==> src/rtl/arm_thumb_relocation_patcher_defines.svh <==
// Assertion macros for the relocation patcher
`ifndef ARM_THUMB_RELOCATION_PATCHER_DEFINES_SVH
`define ARM_THUMB_RELOCATION_PATCHER_DEFINES_SVH
`ifndef SYNTHESIS
`define ATRP_ASSERT(label, clk, rstn, prop) \
    label: assert property (@(posedge clk) disable iff (!rstn) prop) \
        else $error("assertion failed");
`define ATRP_ASSERT_RST(label, clk, prop) \
    label: assert property (@(posedge clk) prop) else $error("assertion failed");
`else
`define ATRP_ASSERT(label, clk, rstn, prop)
`define ATRP_ASSERT_RST(label, clk, prop)
`endif
`endif

==> src/rtl/atrp_pkg.sv <==
`timescale 1ns / 1ps
// ----------------------------------------------------------------------------
// atrp_pkg
// Types and codes of the relocation patcher.
// ----------------------------------------------------------------------------
package atrp_pkg;

    typedef enum logic [4:0] {
        R_NONE = 5'd0, R_PC24 = 5'd1, R_CALL = 5'd2, R_JUMP24 = 5'd3, R_PLT32 = 5'd4,
        R_THM_JUMP6 = 5'd5, R_THM_ALU = 5'd6, R_THM_PC12 = 5'd7, R_THM_PC8 = 5'd8,
        R_THM_JUMP19 = 5'd9, R_THM_PC22 = 5'd10, R_THM_JUMP24 = 5'd11,
        R_MOVT_ABS = 5'd12, R_MOVW_ABS = 5'd13, R_MOVT_PREL = 5'd14,
        R_MOVW_PREL = 5'd15, R_THM_MOVT = 5'd16, R_THM_MOVW = 5'd17,
        R_PREL31 = 5'd18, R_ABS32 = 5'd19, R_REL32 = 5'd20, R_GOTPC = 5'd21,
        R_GOTOFF = 5'd22, R_RODATA = 5'd23, R_GOT32 = 5'd24, R_GOT_SBREL12 = 5'd25,
        R_GOT_PREL = 5'd26, R_V4BX = 5'd27
    } reloc_t;

    typedef enum logic [1:0] {
        ERR_OK = 2'd0, ERR_RANGE = 2'd1, ERR_SLOT = 2'd2
    } err_t;

    localparam logic [2:0] REG_BLX = 3'd0;
    localparam logic [2:0] REG_GOT = 3'd1;
    localparam logic [2:0] REG_RODATA = 3'd2;
    localparam logic [2:0] REG_PLT_START = 3'd3;
    localparam logic [2:0] REG_PLT_LEN = 3'd4;

    typedef struct packed {
        logic [4:0]  opcode;
        logic [31:0] insn_word;
        logic [31:0] place_addr;
        logic [31:0] sym_value;
        logic        weak_undef;
        logic [31:0] got_slot_offset;
    } item_t;

    typedef struct packed {
        logic        blx_available;
        logic [31:0] got_base;
        logic [31:0] rodata_base;
        logic [31:0] plt_start;
        logic [31:0] plt_length;
    } cfg_t;

    typedef struct packed {
        logic [31:0] new_word;
        logic [1:0]  error_code;
    } res_t;

endpackage

==> src/rtl/atrp_cfg_regs.sv <==
`timescale 1ns / 1ps
// ----------------------------------------------------------------------------
// atrp_cfg_regs
// APB register file for the relocation patcher settings.
// ----------------------------------------------------------------------------
module atrp_cfg_regs (
    input  logic                aclk,
    input  logic                aresetn,
    input  logic                psel,
    input  logic                penable,
    input  logic                pwrite,
    input  logic [4:0]          paddr,
    input  logic [31:0]         pwdata,
    output logic [31:0]         prdata,
    output logic                pready,
    output atrp_pkg::cfg_t      cfg
);
    import atrp_pkg::*;

    cfg_t       cfg_reg;
    logic [2:0] idx;
    logic       wr;

    assign pready = 1'b1;
    assign idx    = paddr[4:2];
    assign wr     = psel && penable && pwrite;
    assign cfg    = cfg_reg;

    always_ff @(posedge aclk) begin
        if (!aresetn) begin
            cfg_reg <= '{blx_available: 1'b1, default: '0};
        end else if (wr) begin
            case (idx)
                REG_BLX:       cfg_reg.blx_available <= pwdata[0];
                REG_GOT:       cfg_reg.got_base      <= pwdata;
                REG_RODATA:    cfg_reg.rodata_base   <= pwdata;
                REG_PLT_START: cfg_reg.plt_start     <= pwdata;
                REG_PLT_LEN:   cfg_reg.plt_length    <= pwdata;
                default: ;
            endcase
        end
    end

    always_comb begin
        case (idx)
            REG_BLX:       prdata = {31'd0, cfg_reg.blx_available};
            REG_GOT:       prdata = cfg_reg.got_base;
            REG_RODATA:    prdata = cfg_reg.rodata_base;
            REG_PLT_START: prdata = cfg_reg.plt_start;
            REG_PLT_LEN:   prdata = cfg_reg.plt_length;
            default:       prdata = '0;
        endcase
    end
endmodule

==> src/rtl/atrp_patch.sv <==
`timescale 1ns / 1ps
// ----------------------------------------------------------------------------
// atrp_patch
// Combinational patch of one relocation word.
// ----------------------------------------------------------------------------
module atrp_patch (
    input  atrp_pkg::item_t in,
    input  atrp_pkg::cfg_t  cfg,
    output atrp_pkg::res_t  res
);
    import atrp_pkg::*;

    logic [31:0] w, addr, val, slot, r, x, off, xa, xt, xj, xm, xp, xs, a4;
    logic [15:0] hi, lo, h2, l2;
    logic [1:0]  err;
    logic [4:0]  op;
    logic        is_call, th_ko, to_thumb, to_plt, s, i1, i2, tcall;

    always_comb begin
        w = in.insn_word; addr = in.place_addr; val = in.sym_value;
        slot = in.got_slot_offset;
        hi = w[15:0]; lo = w[31:16];
        op = in.opcode;
        // weak undefined targets of kinds R_THM_JUMP6 to R_THM_JUMP24 keep the word
        if (in.weak_undef && op >= R_THM_JUMP6 && op <= R_THM_JUMP24) op = R_NONE;
        err = ERR_OK; r = w;
        x = '0; off = '0; xa = '0; xt = '0; xj = '0; xm = '0; xp = '0; xs = '0;
        a4 = '0; h2 = hi; l2 = lo; is_call = 1'b0; th_ko = 1'b0;
        to_thumb = val[0]; to_plt = 1'b0; s = 1'b0; i1 = 1'b0; i2 = 1'b0;
        tcall = 1'b0;
        case (op)
            R_PC24, R_CALL, R_JUMP24, R_PLT32: begin
                off = {{8{w[23]}}, w[23:0]};
                is_call = (op == R_CALL) || (op == R_PC24 && w[31:24] == 8'heb);
                xa = (off << 2) + val - addr;
                th_ko = (xa[1:0] != 2'd0) && (!cfg.blx_available || !is_call);
                if (th_ko || ((xa + 32'h2000000) >= 32'h4000000)) err = ERR_RANGE;
                if (val[0]) r = {7'b1111101, xa[1], xa[25:2]};
                else        r = {w[31:24], xa[25:2]};
            end
            R_THM_JUMP6: begin
                x = val - addr - 32'd4;
                if (x[31]) r = {w[31:16], 16'hbf00};
                else       r = w | {22'd0, x[6], 1'b0, x[5:1], 3'd0};
            end
            R_THM_ALU: begin
                x = val - {addr[31:2], 2'b00} - 32'd4;
                s = x[31];
                if (s) x = -x;
                h2 = (hi & 16'hfb0f) | {5'd0, x[11], 2'd0, s, 1'b0, s, 5'd0};
                l2 = (lo & 16'h8f00) | {1'b0, x[10:8], 4'd0, x[7:0]};
                r = {l2, h2};
            end
            R_THM_PC12, R_THM_PC8: begin
                a4 = {addr[31:2], 2'b00};
                if (val > a4) x = val - a4 - 32'd4;
                else begin
                    h2 = hi & 16'hff7f;
                    x = a4 + 32'd4 - val;
                end
                if (op == R_THM_PC8) l2 = lo | {8'd0, x[9:2]};
                else                 l2 = lo | {4'd0, x[11:0]};
                r = {l2, h2};
            end
            R_THM_JUMP19: begin
                xj = {{11{hi[10]}}, hi[10], lo[11], lo[13], hi[5:0], lo[10:0], 1'b0};
                xj = xj + val - addr;
                if ((xj + 32'h100000) >= 32'h200000) err = ERR_RANGE;
                h2 = (hi & 16'hfbc0) | {5'd0, xj[20], 4'd0, xj[17:12]};
                l2 = (lo & 16'hd000) | {2'd0, xj[18], 1'b0, xj[19], xj[11:1]};
                r = {l2, h2};
            end
            R_THM_PC22, R_THM_JUMP24: begin
                tcall = (op == R_THM_PC22);
                s = hi[10]; i1 = ~(lo[13] ^ s); i2 = ~(lo[11] ^ s);
                xt = {{7{s}}, s, i1, i2, hi[9:0], lo[10:0], 1'b0};
                xt = xt + val - addr;
                to_plt = (cfg.plt_length != 0) && ((val - cfg.plt_start) < cfg.plt_length);
                if (tcall && !to_thumb) xt = (xt + 32'd3) & ~32'd3;
                if ((!to_thumb || ((xt + 32'h1000000) >= 32'h2000000)) &&
                    (to_thumb || val[1] || (!tcall && !to_plt))) err = ERR_RANGE;
                h2 = (hi & 16'hf800) | {5'd0, xt[24], xt[21:12]};
                l2 = (lo & 16'hc000) | {2'd0, ~(xt[23] ^ xt[24]),
                     !(tcall && !to_thumb), ~(xt[22] ^ xt[24]), xt[11:1]};
                r = {l2, h2};
            end
            R_MOVT_ABS, R_MOVW_ABS: begin
                x = (op == R_MOVT_ABS) ? {16'd0, val[31:16]} : val;
                r = w + {12'd0, x[15:12], 4'd0, x[11:0]};
            end
            R_MOVT_PREL, R_MOVW_PREL: begin
                xm = {{16{w[19]}}, w[19:16], w[11:0]};
                xm = val + xm - addr;
                if (op == R_MOVT_PREL) xm = {16'd0, xm[31:16]};
                r = {w[31:20], xm[15:12], w[15:12], xm[11:0]};
            end
            R_THM_MOVT, R_THM_MOVW: begin
                x = (op == R_THM_MOVT) ? {16'd0, val[31:16]} : val;
                x = {1'b0, x[10:8], 4'd0, x[7:0], 5'd0, x[11], 6'd0, x[15:12]};
                r = (op == R_THM_MOVT) ? (w | x) : (w + x);
            end
            R_PREL31: begin
                xp = {w[30], w[30:0]} + val - addr;
                if (xp[30] ^ xp[31]) err = ERR_RANGE;
                r = {w[31], xp[30:0]};
            end
            R_ABS32:  r = w + val;
            R_REL32:  r = w + val - addr;
            R_GOTPC:  r = w + cfg.got_base - addr;
            R_GOTOFF: r = w + val - cfg.got_base;
            R_RODATA: r = w + val - cfg.rodata_base;
            R_GOT32:  r = slot;
            R_GOT_SBREL12: begin
                if (slot > 32'hfff) err = ERR_SLOT;
                else r = {w[31:28], slot[11:0], w[15:0]};
            end
            R_GOT_PREL: begin
                xs = cfg.got_base + slot;
                r = xs - addr - 32'd8;
            end
            R_V4BX: begin
                if ((w & 32'h0ffffff0) == 32'h012fff10)
                    r = w ^ (32'he12fff10 ^ 32'he1a0f000);
            end
            default: ;
        endcase
        res.new_word = r;
        res.error_code = err;
    end
endmodule

==> src/rtl/arm_thumb_relocation_patcher.sv <==
`timescale 1ns / 1ps
// ----------------------------------------------------------------------------
// arm_thumb_relocation_patcher
// Applies one ARM/Thumb relocation per transaction.
// ----------------------------------------------------------------------------
// Input stream s_axis: one relocation per transaction, kind on tuser.
// Output stream m_axis: patched word and error code.
// Settings registers on the APB port (byte address 4*i) are to be written only
// while idle, by the user; the block itself does not enforce this.
// Each transaction is captured in an input register, patched by one level
// of logic and held in a result register; one per cycle unless stalled.
// The input register takes a new transaction whenever it is empty or its
// contents move into the result register. A stalled receiver holds the
// result register; once both registers are full, s_axis_tready follows
// m_axis_tready in the same cycle.
// Synchronous reset empties both registers and restores the settings:
// blx_available to 1 and all addresses and lengths to 0.
// ----------------------------------------------------------------------------
`include "arm_thumb_relocation_patcher_defines.svh"
module arm_thumb_relocation_patcher (
    input  logic         aclk,
    input  logic         aresetn,
    input  logic         s_axis_tvalid,
    output logic         s_axis_tready,
    // insn_word[31:0], place_addr[63:32], sym_value[95:64], weak_undef[96],
    // got_slot_offset[128:97], zero fill [135:129]
    input  logic [135:0] s_axis_tdata,
    // opcode[4:0]
    input  logic [4:0]   s_axis_tuser,
    output logic         m_axis_tvalid,
    input  logic         m_axis_tready,
    // new_word[31:0], error_code[33:32], zero fill [39:34]
    output logic [39:0]  m_axis_tdata,
    input  logic         psel,
    input  logic         penable,
    input  logic         pwrite,
    input  logic [4:0]   paddr,
    input  logic [31:0]  pwdata,
    output logic [31:0]  prdata,
    output logic         pready
);
    import atrp_pkg::*;

    cfg_t  cfg;
    item_t in_reg;
    res_t  res_next, res_reg;
    logic  in_valid_reg, out_valid_reg, adv;

    atrp_cfg_regs u_cfg (
        .aclk, .aresetn, .psel, .penable, .pwrite, .paddr, .pwdata, .prdata,
        .pready, .cfg
    );

    atrp_patch u_patch (.in(in_reg), .cfg, .res(res_next));

    assign adv           = !out_valid_reg || m_axis_tready;
    assign s_axis_tready = !in_valid_reg || adv;
    assign m_axis_tvalid = out_valid_reg;
    assign m_axis_tdata  = {6'd0, res_reg.error_code, res_reg.new_word};

    always_ff @(posedge aclk) begin
        if (!aresetn) begin
            in_valid_reg  <= 1'b0;
            out_valid_reg <= 1'b0;
        end else begin
            if (s_axis_tready) in_valid_reg <= s_axis_tvalid;
            if (adv) out_valid_reg <= in_valid_reg;
        end
    end

    always_ff @(posedge aclk) begin
        if (s_axis_tready && s_axis_tvalid) begin
            in_reg <= '{opcode: s_axis_tuser, insn_word: s_axis_tdata[31:0],
                        place_addr: s_axis_tdata[63:32], sym_value: s_axis_tdata[95:64],
                        weak_undef: s_axis_tdata[96],
                        got_slot_offset: s_axis_tdata[128:97]};
        end
        if (adv && in_valid_reg) res_reg <= res_next;
    end

    `ATRP_ASSERT(a_err_code, aclk, aresetn, m_axis_tvalid |-> m_axis_tdata[33:32] != 2'd3)
    `ATRP_ASSERT(a_stall_hold, aclk, aresetn, m_axis_tvalid && !m_axis_tready |=> m_axis_tvalid)
    `ATRP_ASSERT(a_fwd, aclk, aresetn, in_valid_reg && adv |=> out_valid_reg)
    `ATRP_ASSERT_RST(a_reset, aclk, !aresetn |=> !m_axis_tvalid)
endmodule

==> config.mk <==
export PLATFORM = sky130hd
export DESIGN_NAME = arm_thumb_relocation_patcher
export DESIGN_NICKNAME = d
export VERILOG_FILES = /design/src/rtl/atrp_pkg.sv /design/src/rtl/atrp_cfg_regs.sv /design/src/rtl/atrp_patch.sv /design/src/rtl/arm_thumb_relocation_patcher.sv
export VERILOG_INCLUDE_DIRS = /design/src /design/src/rtl
export SDC_FILE = /design/constraint.sdc
export NUM_CORES = 2
export LEC_CHECK = 0
export BUFFER_PORTS_ARGS = -buffer_cell sky130_fd_sc_hd__buf_2
export CAP_MARGIN = 20
export CORE_MARGIN = 8
export CORE_UTILIZATION = 42
export DETAILED_ROUTE_END_ITERATION = 7
export PLACE_DENSITY = 0.61
export REMOVE_ABC_BUFFERS = 1
export SLEW_MARGIN = 20
export SYNTH_ARGS = -nofsm -noshare
export SYNTH_HDL_FRONTEND = slang
export SYNTH_SLANG_ARGS = --single-unit
==> constraint.sdc <==
create_clock -name aclk -period 6.9 [get_ports aclk]
set_clock_uncertainty 0.15 [all_clocks]
set_input_delay 1.035 -clock aclk [delete_from_list [all_inputs] [get_ports aclk]]
set_output_delay 1.035 -clock aclk [all_outputs]
set_load 0.1 [all_outputs]
### Yosys cells after proc, flatten, opt, wreduce, memory -nomap -nowiden

Cells that the tools add are included.

| cells by class | value |
|---|---|
| add/sub/neg operators | 33 |
| order comparisons | 8 |
| equal/unequal tests | 33 |
| mux-type cells | 25 |
| bitwise gates (word level) | 20 |
| reductions and logical operators | 42 |

Operators with widths:

| cell | count |
|---|---|
| case mux 32 bit (19 select lines) | 1 |
| subtractor 32 bit | 13 |
| adder 32 bit | 8 |
| 2-to-1 mux 32 bit | 5 |
| case mux 32 bit (5 select lines) | 1 |
| 2-to-1 mux 16 bit | 4 |
| subtractor 32 x 3 -> 32 bit (second input constant) | 2 |
| equality test 5 bit (second input constant) | 12 |
| 2-to-1 mux 12 bit | 4 |
| OR 16 x 11 -> 16 bit | 3 |
| equality test 5 x 4 -> 1 bit (second input constant) | 8 |
| adder 32 x 2 -> 32 bit (second input constant) | 1 |
| adder 32 x 20 -> 32 bit | 1 |
| adder 32 x 21 -> 32 bit (second input constant) | 1 |
| adder 32 x 25 -> 32 bit (second input constant) | 1 |
| adder 32 x 26 -> 32 bit (second input constant) | 1 |
| adder 32 x 31 -> 32 bit | 1 |
| greater-or-equal comparator 32 x 22 -> 1 bit (second input constant) | 1 |
| greater-or-equal comparator 32 x 26 -> 1 bit (second input constant) | 1 |
| greater-or-equal comparator 32 x 27 -> 1 bit (second input constant) | 1 |
| greater-than comparator 32 x 12 -> 1 bit (second input constant) | 1 |
| greater-than comparator 32 bit | 1 |
| less-than comparator 32 bit | 1 |
| OR 16 x 14 -> 16 bit | 2 |
| other kinds (38) | 86 |

| word-level totals | value |
|---|---|
| bits in registers | 299 |

### Longest topological paths before layout

| logic depth | value |
|---|---|
| depth after elaboration | 14 |
| depth in mapped cells | 28 |
| depth with buffers taken out | 27 |

### Cells and area by module

A second synthesis with hierarchy kept.

| unflattened totals | value |
|---|---|
| cells, all modules | 5103 |
| area total of the unflattened synthesis | 41518.6 µm² |

By module, submodules not included:

| module | instances | cells each | area an instance (µm²) | sequential area each (µm²) |
|---|---|---|---|---|
| atrp_patch | 1 | 4308 | 30494.2 | 0.0 |
| atrp_cfg_regs | 1 | 611 | 5826.8 | 2582.5 |
| arm_thumb_relocation_patcher | 1 | 184 | 5197.5 | 5084.9 |

### Worst setup path before layout

Ideal clock, no wire load.

| path | value |
|---|---|
| path kind | register to register |
| from | register in_reg[97] in the netlist's numbering |
| to | register res_reg, in the netlist m_axis_tdata[29] (data pin) |
| library setup time | 271 ps |
| data arrival time | 5258 ps |
| data required time | 6479 ps |
| slack | 1221 ps |
| stages on the path, launching flop included | 24 |
| period minus slack after synthesis | 5679 ps |
| cell sequence | edfxtp_1 -> ha_1 -> fa_1 -> a21o_1 -> a21oi_1 -> o21bai_1 -> a31o_2 -> a21oi_1 -> o211ai_1 -> a41o_1 -> a21o_1 -> a21oi_1 -> xnor2_1 -> ha_1 -> a21o_1 -> a21o_1 -> or4_1 -> a311oi_1 -> o21ai_0 -> xnor2_1 -> nor2_1 -> or4_4 -> a21oi_2 -> a41oi_1 |

RTL lines:

| element | line | source |
|---|---|---|
| start: declaration | arm_thumb_relocation_patcher.sv:45 | `item_t in_reg;` |
| start signal: assignment | arm_thumb_relocation_patcher.sv:73 | `in_reg <= '{opcode: s_axis_tuser, insn_word: s_axis_tdata[31:0],` |
| end signal: assignment | arm_thumb_relocation_patcher.sv:78 | `if (adv && in_valid_reg) res_reg <= res_next;` |
| end: declaration | arm_thumb_relocation_patcher.sv:46 | `res_t res_next, res_reg;` |

==> run metrics <==
first-pass GRT wire length=285900 µm; syn_area_per_cell=7.857 µm²; Clock Latency Late Sink=between 600 and 700 ps; Register Area=0.007667 mm²; Core ar.=0.09856 mm²; worst-margin pin slew=1182 ps; htree depth=2; outcome=complete, no violations; Hold Crit Class=flip-flop to flip-flop; FF-to-FF path depth=21; Rel. slew slack=between 20% and 30%; Post-Route WL=201600 µm; HP Start=u_cfg.cfg[90]; clk sink count=299; Clock Tree Buf Depth=3; # IOs=260; WS Path Type=flip-flop to flip-flop; CP endpoint kind=flip-flop; unrepaired setup endpoints after global routing=true; top_reg_cell synth=edfxtp_1; post-CTS sizing=0; Yosys reg bits=299; top cells by area, synth=ha_1, edfxtp_1, fa_1, inv_1, dfxtp_1; RR Endpoint=m_axis_tdata[32]; RePlAce Congestion=1.134; Synth top area share=14.71%; per-cell routed wire length=between 20 and 30 µm; Yosys top cell by area=ha_1; CTS tree=yes; # setup viols final=0; highest clock rate=150.0 MHz; Tcrit/Tclk final=96.59%; DIE WIDTH=331.7 µm; IO buf count=243; critical path, cell by cell=inv_1, fa_1, inv_1, ha_1, or2_2, a21oi_1, a21oi_1, a2111oi_4, o41ai_1, a21oi_2, buf_4, or4b_1, nand3_1, xor2_1, ha_1, nand2_1, o2bb2ai_1, nand4_1, a211oi_1, buf_4, o21ai_1; largest net degree at the start of global routing=135; post-synthesis cell count=5327; ratio of cells with drive above 1 in the final layout=a little under an eighth; GRT met2 Usage=between 50% and 60%; gr busiest metal=met2; PD cells=214.9 mW/mm²; clk slew on worst S/H paths=60 ps; synthesis-to-layout area growth=13.34%; FF-to-FF setup slack=240 ps; M3 GR Usage=roughly 11%; Largest register FFs=about 130; min cycle time layout=6665 ps; multi-input logic area=0.03075 mm²; CP Data Arrival Time=a little under 7000 ps; Inserted Clock Buffers=36; DR iter-0 viols=4945; Die Ht=between 300 and 400 µm; Async SR Flop Fraction=0%; antenna violations before repair=14; setup TNS=0 ps; via count of the first global-routing pass=41566; filler instances=9895; via/cell ratio=about 6.1; register area share after synthesis=a little under a fifth; Critical Path RT=7100 ps; site row count=~120; fin. max-slew vios=0; met1 usage=44.72%; CTS Root Cell=clkbuf_16; Post-Syn Area=around 0.042 mm²; final count of hold timing violations=0; Lkg Pwr=0.02134 µW; hold slack=325.0 ps; post-CTS setup buffers=0; Yosys warnings=0; WHS Endpoint=u_cfg.cfg[90]; crit path launch type=flip-flop; Total Die Area=0.1100 mm²; router iterations before antenna repair=8; # DRC=0; Starting Density=42.46%; total grt overflow=0; Max stage delay on crit path=760 ps; crit-path max FO=8; max_cap viols=0; Total GRT Usage=35.04%; EDFF count, synth=168; Synth cell types=between 100 and 150; Hold Crit Depth=2; final net count=6555; CP max stage cell=edfxtp_1; CTS Hold Bufs=0; dpl hpwl=~170000 µm; worst r2r src=in_reg[39]; ANT nets after route=0; VDD IR max=0.2015 mV; vias after detailed routing=43090
==> synthesized netlist by cell type, types with 32 or more instances <==
master,number
a22o_1,37
inv_1,749
nand3_1,138
o211ai_1,36
a22oi_1,89
a221oi_1,39
fa_1,183
nand4_1,44
edfxtp_1,168
o31ai_1,32
o21bai_1,35
nor4_1,40
or3_1,37
clkbuf_1,155
o21a_1,45
xnor2_1,214
a31oi_1,48
ha_1,492
nor2_1,321
o21ai_0,248
xor2_1,99
a21oi_1,355
dfxtp_1,131
nand2b_1,72
a211oi_1,48
nand2_1,550
a21boi_0,143
and3_1,42
a21o_1,135
nor2b_1,52
nor3_1,115
==> critical path: cells and delay by family (launching register included) <==
family	cells	cell delay (ps)
buffers and inverters	4	800
AO/OA/AOI/OAI	8	2120
adder cells (fa/ha/maj)	3	1250
AND/OR/NAND/NOR	5	1070
XOR/XNOR	1	240
flip-flops	1	760
==> power breakdown <==
part | leakage [µW] | switching, µW | internal, µW | total (µW)
sequential | 0.00269 | 149 | 1990 | 2130
combinational | 0.0180 | 3800 | 2090 | 5900
clock | 0.000640 | 875 | 1290 | 2160
==> cell families (layout without fill, tap and decap cells) <==
kind of cell               Yosys count  in the layout  share of synthesized area (%)
muxes                               37             37                         0.9118
and+or+nand+nor                   1532           1532                          17.46
xor gates and xnor gates           313            313                          6.550
other                                2             14                        0.01794
adders and majority gates          675            675                          23.46
DFF                                299            299                          18.32
buffers and inverters              932           1323                          8.481
AOI/OAI and AO/OA                 1537           1537                          24.80
==> layout by cell type, fill, tap and decap left out, types with 39 or more instances in the layout <==
| cell type | instances |
|---|---|
| nor4_1 | 39 |
| nor3_1 | 113 |
| a31oi_1 | 48 |
| o21a_1 | 45 |
| buf_4 | 261 |
| ha_1 | 492 |
| inv_1 | 749 |
| a21o_1 | 135 |
| and3_1 | 42 |
| a221oi_1 | 39 |
| dfxtp_1 | 131 |
| edfxtp_1 | 168 |
| nand2b_1 | 72 |
| nand2_1 | 549 |
| a22oi_1 | 89 |
| a211oi_1 | 47 |
| xnor2_1 | 214 |
| a21oi_1 | 355 |
| xor2_1 | 99 |
| nand4_1 | 44 |
| nor2b_1 | 51 |
| a21boi_0 | 143 |
| buf_2 | 242 |
| nand3_1 | 136 |
| fa_1 | 183 |
| o21ai_0 | 248 |
| nor2_1 | 315 |
==> worst max-delay path by stage <==
stage	start	endpoint	slack, ps	cells after the start
2_1_floorplan	in_reg[129]	m_axis_tdata[30]	310	21
3_3_place_gp	in_reg[34]	m_axis_tdata[29]	340	22
3_5_place_dp	in_reg[34]	m_axis_tdata[29]	290	22
4_1_cts	in_reg[34]	m_axis_tdata[29]	280	22
5_1_grt	in_reg[39]	m_axis_tdata[32]	-60	22
6_report	in_reg[39]	m_axis_tdata[32]	240	21
==> metrics by stage <==
stage	worst slack (ps)	total power, µW	cells	util [%]	cell area, µm²
floorplan	305.9	5824	5150	-	41140
global placement	335.8	7792	6943	46.73	46060
detailed placement	286.7	7829	6944	46.74	46070
CTS	277.1	10040	7010	48.10	47410
global route	-57.96	10700	7011	48.11	47420
finish	235.3	10190	7017	48.13	47440
==> routing by layer <==
layer  part of all wire, %  routed length [µm]
met2                    41               83540
met4                   6.7               13470
met5                 0.032                  64
met3                    12               25200
met1                    39               79350
==> layout make-up <==
cell class                      count  share of cell area (%)
Multi-Input combinational cell   4101                   64.82
Sequential cell                   299                   16.16
Timing Repair Buffer              507                   6.842
Inverter                          750                   5.935
Tap cell                         1287                   3.395
Clock buffer                       45                   2.057
Clock inverter                     21                  0.7544
Antenna cell                        7                 0.03693
Power figures use the tool's default switching activity.
